<file path="src/sv/chfm_pkg.sv">
`timescale 1ns / 1ps
// chfm_pkg: types, constants and shared functions for the cluster hit filter and merge block.
// No dependencies.
package chfm_pkg;

  localparam int MAX_RES = 64;
  localparam int NUM_W   = 32;
  localparam int DEN_W   = 17;

  localparam logic [4:0] FL_DOUBLE  = 5'h01;
  localparam logic [4:0] FL_DEAD    = 5'h02;
  localparam logic [4:0] FL_ONEPAD  = 5'h04;
  localparam logic [4:0] FL_ROWEDGE = 5'h08;
  localparam logic [4:0] FL_BROKEN  = 5'h10;

  localparam logic [15:0] MIN_CHARGE  = 16'd40;
  localparam logic [16:0] MIN_TLEN    = 17'sd3;
  localparam logic [14:0] MERGE_WIN   = 15'd128;

  typedef enum logic [2:0] {
    CFG_MERGE_EN = 3'd0,
    CFG_CUTS_EN  = 3'd1,
    CFG_SWAP     = 3'd2,
    CFG_EDGE_A   = 3'd3,
    CFG_EDGE_B0  = 3'd4,
    CFG_EDGE_B1  = 3'd5,
    CFG_EDGE_C   = 3'd6
  } chfm_cfg_idx_t;

  typedef struct packed {
    logic       merge_en;
    logic       cuts_en;
    logic       swap;
    logic [7:0] edge_a;
    logic [7:0] edge_b0;
    logic [7:0] edge_b1;
    logic [7:0] edge_c;
  } chfm_cfg_t;

  typedef struct packed {
    logic        func;
    logic [31:0] packed_position;
    logic [31:0] packed_charge_flags;
  } chfm_in_t;

  typedef struct packed {
    logic [13:0] pad_pos;
    logic [14:0] time_pos;
    logic [15:0] charge;
    logic [4:0]  flags;
    logic [15:0] pad_low;
    logic [15:0] pad_high;
    logic [15:0] time_low;
    logic [15:0] time_high;
    logic        last;
  } chfm_out_t;

  typedef struct packed {
    logic [13:0] pad;
    logic [14:0] tm;
    logic [15:0] c;
    logic [4:0]  f;
    logic [15:0] p1;
    logic [15:0] p2;
    logic [15:0] t1;
    logic [15:0] t2;
  } chfm_hit_t;

  typedef enum logic [1:0] {
    K_EMIT  = 2'd0,
    K_STORE = 2'd1,
    K_FLUSH = 2'd2
  } chfm_kind_t;

  typedef struct packed {
    chfm_kind_t kind;
    logic [1:0] lst;
    chfm_hit_t  hit;
  } chfm_item_t;

  typedef enum logic [3:0] {
    B_IDLE,
    B_M_RDA,
    B_M_GETA,
    B_M_RDB,
    B_M_GETB,
    B_M_MUL1,
    B_M_MUL2,
    B_M_MUL3,
    B_M_DIVT,
    B_M_DIVP,
    B_M_WRA,
    B_E_RD,
    B_E_GET,
    B_E_END
  } chfm_bstate_t;

  function automatic logic passes(input chfm_hit_t h, input logic cuts_en);
    logic signed [16:0] dt;
    logic ok;
    dt = $signed({1'b0, h.t2}) - $signed({1'b0, h.t1});
    ok = 1'b1;
    if (cuts_en) begin
      if ((h.f & (FL_ONEPAD | FL_ROWEDGE | FL_DEAD)) != 5'd0) ok = 1'b0;
      if (dt <= $signed(MIN_TLEN)) ok = 1'b0;
      if (h.t1 == 16'd0) ok = 1'b0;
      if (h.c < MIN_CHARGE) ok = 1'b0;
    end
    return ok;
  endfunction

endpackage

</file>
<file path="src/sv/chfm_front.sv">
`timescale 1ns / 1ps
// chfm_front: unpack and classify input transactions, queue them for the back end.
// Depends on chfm_pkg.
module chfm_front (
  input  logic                 clk,
  input  logic                 rst_n,
  input  chfm_pkg::chfm_cfg_t  cfg,
  input  logic                 start,
  output logic                 busy,
  input  chfm_pkg::chfm_in_t   in_data,
  output logic                 q_valid,
  output chfm_pkg::chfm_item_t q_item,
  input  logic                 q_pop
);
  import chfm_pkg::*;

  function automatic logic [31:0] bswap(input logic [31:0] v);
    return {v[7:0], v[15:8], v[23:16], v[31:24]};
  endfunction

  logic [31:0] pt, cf;
  chfm_hit_t   h;
  chfm_item_t  item;
  logic        push, acc;

  chfm_item_t  q_mem_r [2];
  logic        wp_r, rp_r;
  logic [1:0]  cnt_r;

  always_comb begin
    pt = cfg.swap ? bswap(in_data.packed_position) : in_data.packed_position;
    cf = cfg.swap ? bswap(in_data.packed_charge_flags) : in_data.packed_charge_flags;
    h.tm  = pt[30:16];
    h.pad = pt[13:0];
    h.c   = cf[31:16];
    h.f   = '0;
    if (pt[15]) h.f = h.f | FL_DOUBLE;
    if (pt[14]) h.f = h.f | FL_DEAD;
    if (pt[31]) h.f = h.f | FL_ONEPAD;
    if (cf[15]) h.f = h.f | FL_ROWEDGE;
    if (cf[14]) h.f = h.f | FL_BROKEN;
    h.t2 = 16'(pt[30:22]) + 16'(cf[7:4]);
    h.t1 = 16'(pt[30:22]) - 16'(cf[3:0]);
    h.p2 = 16'(pt[13:6]) + 16'(cf[13:11]);
    h.p1 = 16'(pt[13:6]) - 16'(cf[10:8]);

    item.hit  = h;
    item.lst  = 2'd0;
    item.kind = K_EMIT;
    push      = 1'b0;
    if (in_data.func) begin
      item.kind = K_FLUSH;
      push      = 1'b1;
    end else if (cfg.merge_en && ((h.f & FL_BROKEN) != 5'd0)) begin
      item.kind = K_STORE;
      push      = 1'b1;
      if (h.p2 == 16'(cfg.edge_a)) item.lst = 2'd0;
      else if (h.p1 == 16'(cfg.edge_b0)) item.lst = 2'd1;
      else if (h.p2 == 16'(cfg.edge_b1)) item.lst = 2'd2;
      else if (h.p1 == 16'(cfg.edge_c)) item.lst = 2'd3;
      else push = 1'b0;
    end else begin
      push = passes(h, cfg.cuts_en);
    end
  end

  assign busy    = cnt_r == 2'd2;
  assign acc     = start && !busy && push;
  assign q_valid = cnt_r != 2'd0;
  assign q_item  = q_mem_r[rp_r];

  always_ff @(posedge clk) begin
    if (!rst_n) begin
      wp_r  <= 1'b0;
      rp_r  <= 1'b0;
      cnt_r <= '0;
    end else begin
      if (acc) wp_r <= ~wp_r;
      if (q_pop) rp_r <= ~rp_r;
      cnt_r <= cnt_r + 2'(acc) - 2'(q_pop);
    end
  end

  always_ff @(posedge clk) begin
    if (acc) q_mem_r[wp_r] <= item;
  end

endmodule

</file>
<file path="config.mk">
export PLATFORM = sky130hd
export DESIGN_NAME = chfm_front
export DESIGN_NICKNAME = d
export VERILOG_FILES = /design/src/sv/chfm_pkg.sv /design/src/sv/chfm_front.sv
export SDC_FILE = /design/constraint.sdc
export NUM_CORES = 1
export LEC_CHECK = 0
export ABC_AREA = 1
export CAP_MARGIN = 20
export CORE_MARGIN = 5
export CORE_UTILIZATION = 55
export CTS_CLUSTER_SIZE = 24
export DETAILED_ROUTE_END_ITERATION = 10
export DONT_BUFFER_PORTS = 1
export PLACE_DENSITY_LB_ADDON = 0.08
export SLEW_MARGIN = 20
export SYNTH_ARGS = -nofsm -noshare
export SYNTH_HDL_FRONTEND = slang
export SYNTH_SLANG_ARGS = --single-unit
</file>
<file path="constraint.sdc">
create_clock -name clk -period 10.8 [get_ports clk]
set_clock_uncertainty 0.2 [all_clocks]
set_input_delay 1.62 -clock clk [delete_from_list [all_inputs] [get_ports clk]]
set_output_delay 1.62 -clock clk [all_outputs]
set_load 0.005 [all_outputs]
</file>
==> results, run 1 <==
- The number of top-level design ports is 224.
- Clock latency on the worst-skew pair, taken at its later pin, is 420 ps.
- The worst hold path terminates at cnt_r[1].
- The count of cells along the worst register-to-register path is 6.
- On the final layout, the worst hold slack is 297 ps.
- The via count of the first global-routing pass is 6067.
- The largest single stage delay on the critical path is 810 ps.
- The startpoint identified for the worst hold timing path is cnt_r[1].
- The instance area at placement is 0.0102 sq mm.
- The maximum fanout encountered on the critical timing path is 85.
- The total wire length after detailed routing is 23.1 mm.
- The half-perimeter wire length of the detailed placement result is 17.2 mm.
- sky130_fd_sc_hd__edfxtp_1 takes more of the synthesized area than any other cell.
- The analysis attributes to net switching a power of 0.575 mW.
- The number of distinct library cells after synthesis is 37.
- After synthesis, the largest area contributor takes up 54.6% of total cell area.
- The startpoint kind of the worst setup timing path is an input pin.
- In this run the static leakage power is 4.38 nW.
- The post-route netlist has 16.5% of its cells at a drive strength greater than 1.
- The flow ran to the end, and the final reports show no timing, DRC or antenna violations.
- 0 antenna diodes ended up in the layout.
- Buffers added to address setup during post-CTS repair amount to 0.
- The detail route stage leaves a number of antenna-violating nets equal to 0.
- TritonCTS created 17 clock buffers.
- Walking the worst path, the cells encountered are inv_2, buf_4, o21ai_0, ha_1, nand3_1, nand2_1, a21oi_1, nor4_1, xor2_1, ha_1, nand2_1, inv_1, a21oi_1, o21ai_0, nor2_1, nor2_1, nand4_1, nand2_1, nand2_1, nand3_2, nor2_4, buf_4.
- Across every metal layer, demand over resource in global routing totals 21.5%.
- The number of synthesized flops with an enable pin is 184.
- The final-report hold violation count is 0.
- Setup violations remaining at the end of the flow were counted as 0.
- The starting density of the core is 56.2%.
- Across all register-to-register paths, the minimum setup slack is 7680 ps.
- In this run the horizontal extent of the chip is 146 um.
- The sequential cell area fraction in the yosys report is 55.5%.
- The worst setup path is of the in -> reg kind.
- The fraction of power consumed by combinational cells is 21.8%.
- The count of buffers added on input and output ports is 0.
- The critical path capture point type is a flip-flop.
- The maximum clock rate is 143 MHz.
- The path class of the tightest hold or removal check is reg -> reg.
- The actual transition at the worst max-transition pin is 1040 ps.
- Cells fill 59.7% of the core in the end.
- Among all cell types in the netlist, the one instantiated most often is sky130_fd_sc_hd__nand2_1.
- The number of buffers inserted for hold repair after clock tree synthesis is 0.
- Setup total negative slack on the finished layout was measured at 0 ps.
- The critical path required time is 10660 ps.
- After the first detailed-routing iteration, the DRC count stood at 477.
- The total grt overflow is 0.
- The detailed-routed wire length on met2 is 10.2 mm.
- Setup repair after global routing left no endpoint under its margin.
- The number of max-cap violations is 0.
- The endpoint of the most critical register-to-register path is q_mem_r[0][12].
- The filler cell count in the final layout is 1579.
- The internal power of the cells totals 1.34 mW.
- Clock tree synthesis found a total of 189 sinks.
- The global placement routability congestion is 0.847.
- The standard-cell row count is 49.
- The via-per-instance ratio is 5.45.
- The largest net degree at the start of global routing is 86.
- The top metal layer carrying routed signals is met4.
- The peak ir drop on the vdd network is 0.109 mV.
- After layout, the worst path uses 64.7% of the clock period.
- In this run, the clock network consumes 30.4% of the power.
- After detailed routing, the wire length on met1 is 10.5 mm.
- The cell sitting at the root of the clock tree is a sky130_fd_sc_hd__clkbuf_16.
- The proportion of power drawn by flip-flops and latches is 47.8%.
- Compared with the post-synthesis result, the final layout area differs by 6.19%.
- The detailed-routed wire length on met3 is 2.13 mm.
- The post-synthesis area per instance is 10.5 sq um.
- The area of the mapped netlist is 0.0101 sq mm.
- Clock-pin slew was measured on the worst setup and hold paths at 70 ps.
- The synthesized instance count is 967.
- The clock tree synthesis step divided the H-tree into 4 levels.
- The ratio of total power to cell area is 178 mW/mm^2.
- The number of buffers and inverters on the critical path is 4.
- The startpoint identified for the worst register-to-register timing path is cnt_r[1].
- The buffer depth of the longest clock path is 2.
- The net count reported at finish is 1091.
- The count of cells along the worst hold path is 2.
- The final number of max-transition violations was 0.
- The iteration count of the initial detailed-routing pass is 5.
- For this run, the leading register cell type out of synthesis is sky130_fd_sc_hd__edfxtp_1.
- Yosys printed 0 warnings.
- TritonCTS built the clock tree.
- The initial antenna violation count came to 0.
- For this run, design rule violations remaining after detail routing come to 0.
- The share of flip-flops with an asynchronous set or reset is 0%.
- Net switching is 30.0% of the power.
- The first global-routing pass estimated 35.4 mm of wire.
- The per-cell routed wire length is 19.4 um.
- The total area inside the core boundary comes to 0.0180 sq mm.
- The cell that appears most often on the critical path is sky130_fd_sc_hd__nand2_1.
- Subtracting the final worst setup slack from the clock period gives 6980 ps.
- Once the clock tree was built, the resizer swapped 0 gates to a different size.
- The flop and latch count out of synthesis is 189.
- After synthesis, the most frequently instantiated cells are sky130_fd_sc_hd__nand2_1, sky130_fd_sc_hd__edfxtp_1, sky130_fd_sc_hd__inv_1, sky130_fd_sc_hd__mux2_2, sky130_fd_sc_hd__nor2_1.
- The slowest stage of the critical path is the sky130_fd_sc_hd__nor2_4 cell.
- The vertical die dimension is 146 um.
- The total number of vias is 6520.
- On the critical path the largest part of the delay comes from simple AND/OR/NAND/NOR gates.
- The full die area is 0.0212 sq mm.
- The worst pin sits at a relative slew slack of 30.3%.
- With fillers left out, the area of the finished cells amounts to 0.0108 sq mm.
- Sorting the synthesized cells by area gives the leading types as sky130_fd_sc_hd__edfxtp_1, sky130_fd_sc_hd__mux2_2, sky130_fd_sc_hd__nand2_1, sky130_fd_sc_hd__inv_1, sky130_fd_sc_hd__ha_1.
- The arrival time of the worst setup path is 6840 ps.
-- stage by stage --
stage,std cells,worst slack [ps],total power [mW]
2_1_floorplan,979,1290,1.27
3_3_place_gp,1163,3510,1.35
3_5_place_dp,1163,3380,1.35
4_1_cts,1195,3790,1.93
5_1_grt,1196,3270,2.02
6_report,1196,3820,1.92
-- worst max-delay path by stage --
stage	from	endpoint	slack [ps]	cells after the start
after floorplan	cfg[32]	q_mem_r[0][0]	1290	27
after global placement	cfg[32]	q_mem_r[0][12]	3510	23
after detailed placement	cfg[32]	q_mem_r[0][12]	3380	22
after CTS	cfg[32]	q_mem_r[0][12]	3790	22
after global routing	cfg[32]	q_mem_r[0][12]	3270	23
final	cfg[32]	q_mem_r[0][12]	3820	22
-- power by group through the flow --
stage	registers (mW)	logic [mW]	clock network, mW
3_3_place_gp	0.931	0.416	0
2_1_floorplan	0.934	0.333	0
4_1_cts	0.917	0.422	0.593
5_1_grt	0.923	0.472	0.629
6_report	0.916	0.418	0.583
3_5_place_dp	0.933	0.419	0
-- logic make-up after synthesis --
family | count (synthesis) | share of synthesized area (%)
AOI/OAI and AO/OA | 73 | 3.79
xor gates and xnor gates | 28 | 2.42
adders and majority gates | 33 | 4.45
buffers and inverters | 164 | 7.16
DFF | 189 | 55.5
muxes | 92 | 10.2
other | 1 | 0.0370
and+or+nand+nor | 387 | 16.4
-- per-layer routing --
metal | up-vias | GRT usage, %
met5 | - | 0
met4 | 0 | 5.27
met3 | 17 | 6.91
met2 | 229 | 31.4
met1 | 3076 | 31.4
li1 | 3198 | -
-- sequential cells by signal (all words and copies together) (netlist names), named ones only --
signal,flops
cnt_r,2
q_mem_r,184
rp_r,1
wp_r,1
-- layout by cell type, fill, tap and decap left out, drive strengths merged --
cell      Yosys  final
a21oi        18     18
and3b         1      1
buf          33      5
clkbuf       16     19
clkinv        2      5
clkinvlp      0      4
conb          1     13
dfxtp         5      5
edfxtp      184    184
fa            5      5
ha           28     28
inv         113    119
mux2         92     92
nand2       249    249
nand3        50     50
nand3b        4      4
nand4        16     16
nor2         57     57
nor3          6      6
nor4          1      1
o21ai        55     55
or2           3      3
xnor2         8      8
xor2         20     20
-- area by class of cell --
class	count	area [sq um]	area share [%]
Sequential cell	189	5630	52.3
Multi-Input combinational cell	626	3830	35.6
Inverter	115	434	4.04
Clock buffer	19	433	4.03
Tap cell	229	287	2.66
Clock inverter	13	108	1.00
Timing Repair Buffer	5	35.0	0.326
-- tightest hold or removal path, cell delays in order (launching register included) --
cell and delay [ps]:
sky130_fd_sc_hd__dfxtp_1 300, sky130_fd_sc_hd__inv_1 90, sky130_fd_sc_hd__a21oi_1 70
Note: power is estimated with default switching activity, not from simulation.
==> run 2, diff against run 1 <==
==> constraint.sdc (replaced) <==
create_clock -name clk -period 5.6 [get_ports clk]
set_clock_uncertainty 0.2 [all_clocks]
set_input_delay 0.84 -clock clk [delete_from_list [all_inputs] [get_ports clk]]
set_output_delay 0.84 -clock clk [all_outputs]
set_load 0.005 [all_outputs]
==> run 2 against run 1 <==
  * Combinational power rose by 100%
  * Via count is 2.2% higher
  * Global-route usage grew 1.1 points
  * Critical path depth is 2 lower
  * Sequential share of layout area shrank 1.1 points
  * Register-to-register slack lost 4200 ps
  * Cell area up 2.2%
  * Cell count did not move
  * Count of clock-buffer cells in the layout is 1 lower
  * Routed wire length up 5.0%
  * First-iteration DRC count rose by 2.9%
  * Largest power group unchanged
==> results, run 2 (synthesized netlist as in run 1, its figures left out) <==
- The net count reported at finish was 1092 (+0.092%).
- In the final layout, the registers with the most flip-flops are q_mem_r (184), cnt_r (2).
- The number of gates resized after cts is 0 (unchanged).
- The fraction of final layout cells sized beyond drive strength 1 was 18.5% (+2.0 points).
- The maximum clock rate is 204 MHz.
- The final routed DRC violation total was 0 (unchanged).
- The setup slack of the critical path after layout was 710 ps (-3110 ps).
- The arrival time of the worst setup path is 4750 ps (-2090 ps).
- The flow ran to the end, and the final reports show no timing, DRC or antenna violations.
- The full die area was 0.0212 sq mm (unchanged).
- The count of placed standard cells in the final layout, fillers left out is 1196 (unchanged).
- The number of max-cap violations is 0 (unchanged).
- The overall die width is 146 um (unchanged).
- The worst setup path is captured at a flip-flop.
- The area growth from synthesis to layout is 8.56%.
- The global placement routability congestion came to 0.938 (+11%).
- The ratio of total power to cell area is 359 mW/mm^2 (+100%).
- The number of buffers inserted for hold repair after clock tree synthesis came to 0 (unchanged).
- The tree is rooted in a sky130_fd_sc_hd__clkbuf_16.
- The post-layout total power was 3.94 mW (+110%).
- For this design, the slowest cell found on the critical path is sky130_fd_sc_hd__buf_4.
- Leaving out fill and tap cells, the most frequent cell in the layout is sky130_fd_sc_hd__nand2_1.
- The clock latency of the later-clocked register in the worst-skew pair is 420 ps (about the same).
- The initial antenna violation count came to 0 (unchanged).
- The path class of the tightest hold or removal check is in -> reg.
- The final number of max-transition violations came to 0 (unchanged).
- The largest net degree at the start of global routing is 86 (unchanged).
- The total wire length after detailed routing is 24.3 mm (+5.0%).
- The depth of the CTS H-tree is 4 (unchanged).
- The share of the clock period used by the worst path is 87.3%.
- The number of flip-flops under the largest register name is 184 (unchanged).
- The number of buffer and inverter instances along the worst setup path came to 3 (-1).
- The routing layer with the top usage in global route is met2.
- The setup violation total in the final timing report is 0 (unchanged).
- The met2 usage is 36.3% (+4.8 points).
- The remaining antenna violation count came to 0 (unchanged).
- The global-route met3 utilization came to 6.73% (-0.19 points).
- The actual transition at the worst max-transition pin is 758 ps (-285 ps).
- The class of the most critical setup path is in -> reg.
- The worst max-slew margin expressed relative to the limit is 49.5% (+19 points).
- The per-cell routed wire length is 20.3 um (+5.0%).
- The placeable core region is 0.0180 sq mm (unchanged).
- The half-perimeter wire length of the detailed placement result came to 18.1 mm (+5.3%).
- The placed instance count came to 1165 (+0.17%).
- The starting DRC count in detailed routing was 491 (+2.9%).
- The buffer depth of the longest clock path was 2 (unchanged).
- The CTS tree is built.
- The final antenna diode count is 0 (unchanged).
- Setup repair after global routing left no endpoint under its margin.
- The number of buffer cells added on primary ports is 0 (unchanged).
- The total grt overflow is 0 (unchanged).
- The number of top-level design ports is 224 (unchanged).
- The via-per-instance ratio is 5.57 (+2.2%).
- The worst-case register-to-register setup slack came to 3480 ps (-4200 ps).
- The filler cell count in the final layout was 1440 (-8.8%).
- The setup slack after placement is 339 ps (-3040 ps).
- The smallest hold slack is 311 ps (+14.8 ps).
- The startpoint kind of the worst setup timing path is an input pin.
- The count of buffers added by post-CTS timing repair for setup came to 0 (unchanged).
- The clock period minus worst slack is 4890 ps.
- The vertical die dimension is 146 um (unchanged).
- The post-CTS clock slew at the launch and capture registers of the worst setup and hold paths came to 70 ps (about the same).
- The clock buffer count from CTS is 17 (unchanged).
- The most flop-heavy register is q_mem_r.
- The first-pass GRT wire length is 37.1 mm (+4.9%).
- The area of combinational cells with multiple inputs is 0.00393 sq mm (+2.5%).
- Broken down by cell family, the worst path's largest delay share belongs to simple AND/OR/NAND/NOR gates.
- The maximum fanout encountered on the critical timing path is 85 (unchanged).
- The core utilization of the finished layout is 61.0% (+1.3 points).
- Leaving out fill and tap cells, the most frequent cells in the layout are sky130_fd_sc_hd__nand2_1, sky130_fd_sc_hd__edfxtp_1, sky130_fd_sc_hd__inv_1.
- The starting density of the core came to 56.2% (unchanged).
- The critical path required time is 5460 ps (-5200 ps).
- The iteration count of the initial detailed-routing pass is 6 (+1).
- The standard-cell row count was 49 (unchanged).
- The global-route met1 utilization came to 29.6% (-1.7 points).
- The flip-flop and latch area is 0.00563 sq mm (unchanged).
- The overall fraction of global-route tracks in use is 22.6% (+1.1 points).
- The final-report hold violation count came to 0 (unchanged).
- The total number of vias is 6661 (+2.2%).
- The leakage power figure is 4.45 nW (+1.4%).
- Walking the worst path, the cells encountered are inv_4, nand2_1, o21ai_2, ha_1, a21oi_1, nand2_1, xor2_1, ha_1, a21oi_1, nand2_1, nand2_1, nand2_1, a21oi_1, nor2_1, nand4_1, nand2_1, nand2_1, nand4_1, clkinvlp_4, buf_4.
- The number of clock sinks came to 189 (unchanged).
- By instance count, the cell type seen most on the critical path is sky130_fd_sc_hd__nand2_1.
- The via count of the first global-routing pass came to 6596 (+8.7%).
- The peak ir drop on the vdd network is 0.223 mV (+100%).
- The delay of the slowest cell on the worst path is 450 ps (-360 ps).
-- run 2: per-stage QoR --
stage,area (sq um),TNS (ps)
finish,11000,0
detailed placement,10400,0
CTS,11000,0
floorplan,10300,-13460
global route,11000,0
global placement,10400,0
-- run 2: area by class of cell --
type	instances	share of cell area (%)
Sequential cell	189	51.2
Multi-Input combinational cell	626	35.7
Inverter	115	3.98
Clock buffer	18	3.90
Tap cell	229	2.61
Clock inverter	13	1.96
Timing Repair Buffer	6	0.637
-- run 2: worst paths after layout --
kind	end	depth (start not counted)	from
setup / recovery	q_mem_r[1][69]	20	cfg[32]
hold / removal	q_mem_r[1][104]	0	in_data[64]
setup reg to reg	q_mem_r[1][69]	6	cnt_r[1]
hold reg to reg	rp_r	2	rp_r
-- run 2: power by group --
part | leakage [nW] | total [mW] | internal (mW) | switching, mW
clock network | 0.300 | 1.31 | 0.795 | 0.517
registers | 1.74 | 1.78 | 1.74 | 0.0405
logic | 2.40 | 0.854 | 0.297 | 0.557
total | 4.45 | 3.94 | 2.83 | 1.11
-- run 2: metal layers --
metal  routed length [um]  up-vias
met5                    0        -
met4                  436        0
met2                11500      256
met1                10200     3172
met3                 2210       32
li1                     -     3201
-- run 2: worst register-to-register path, stage by stage, from the launching register on --
cell,delay [ps]
sky130_fd_sc_hd__dfxtp_1,300
sky130_fd_sc_hd__inv_1,100
sky130_fd_sc_hd__nor2_1,80
sky130_fd_sc_hd__nor2_1,200
sky130_fd_sc_hd__nand4_1,220
sky130_fd_sc_hd__clkinvlp_4,160
sky130_fd_sc_hd__buf_4,450
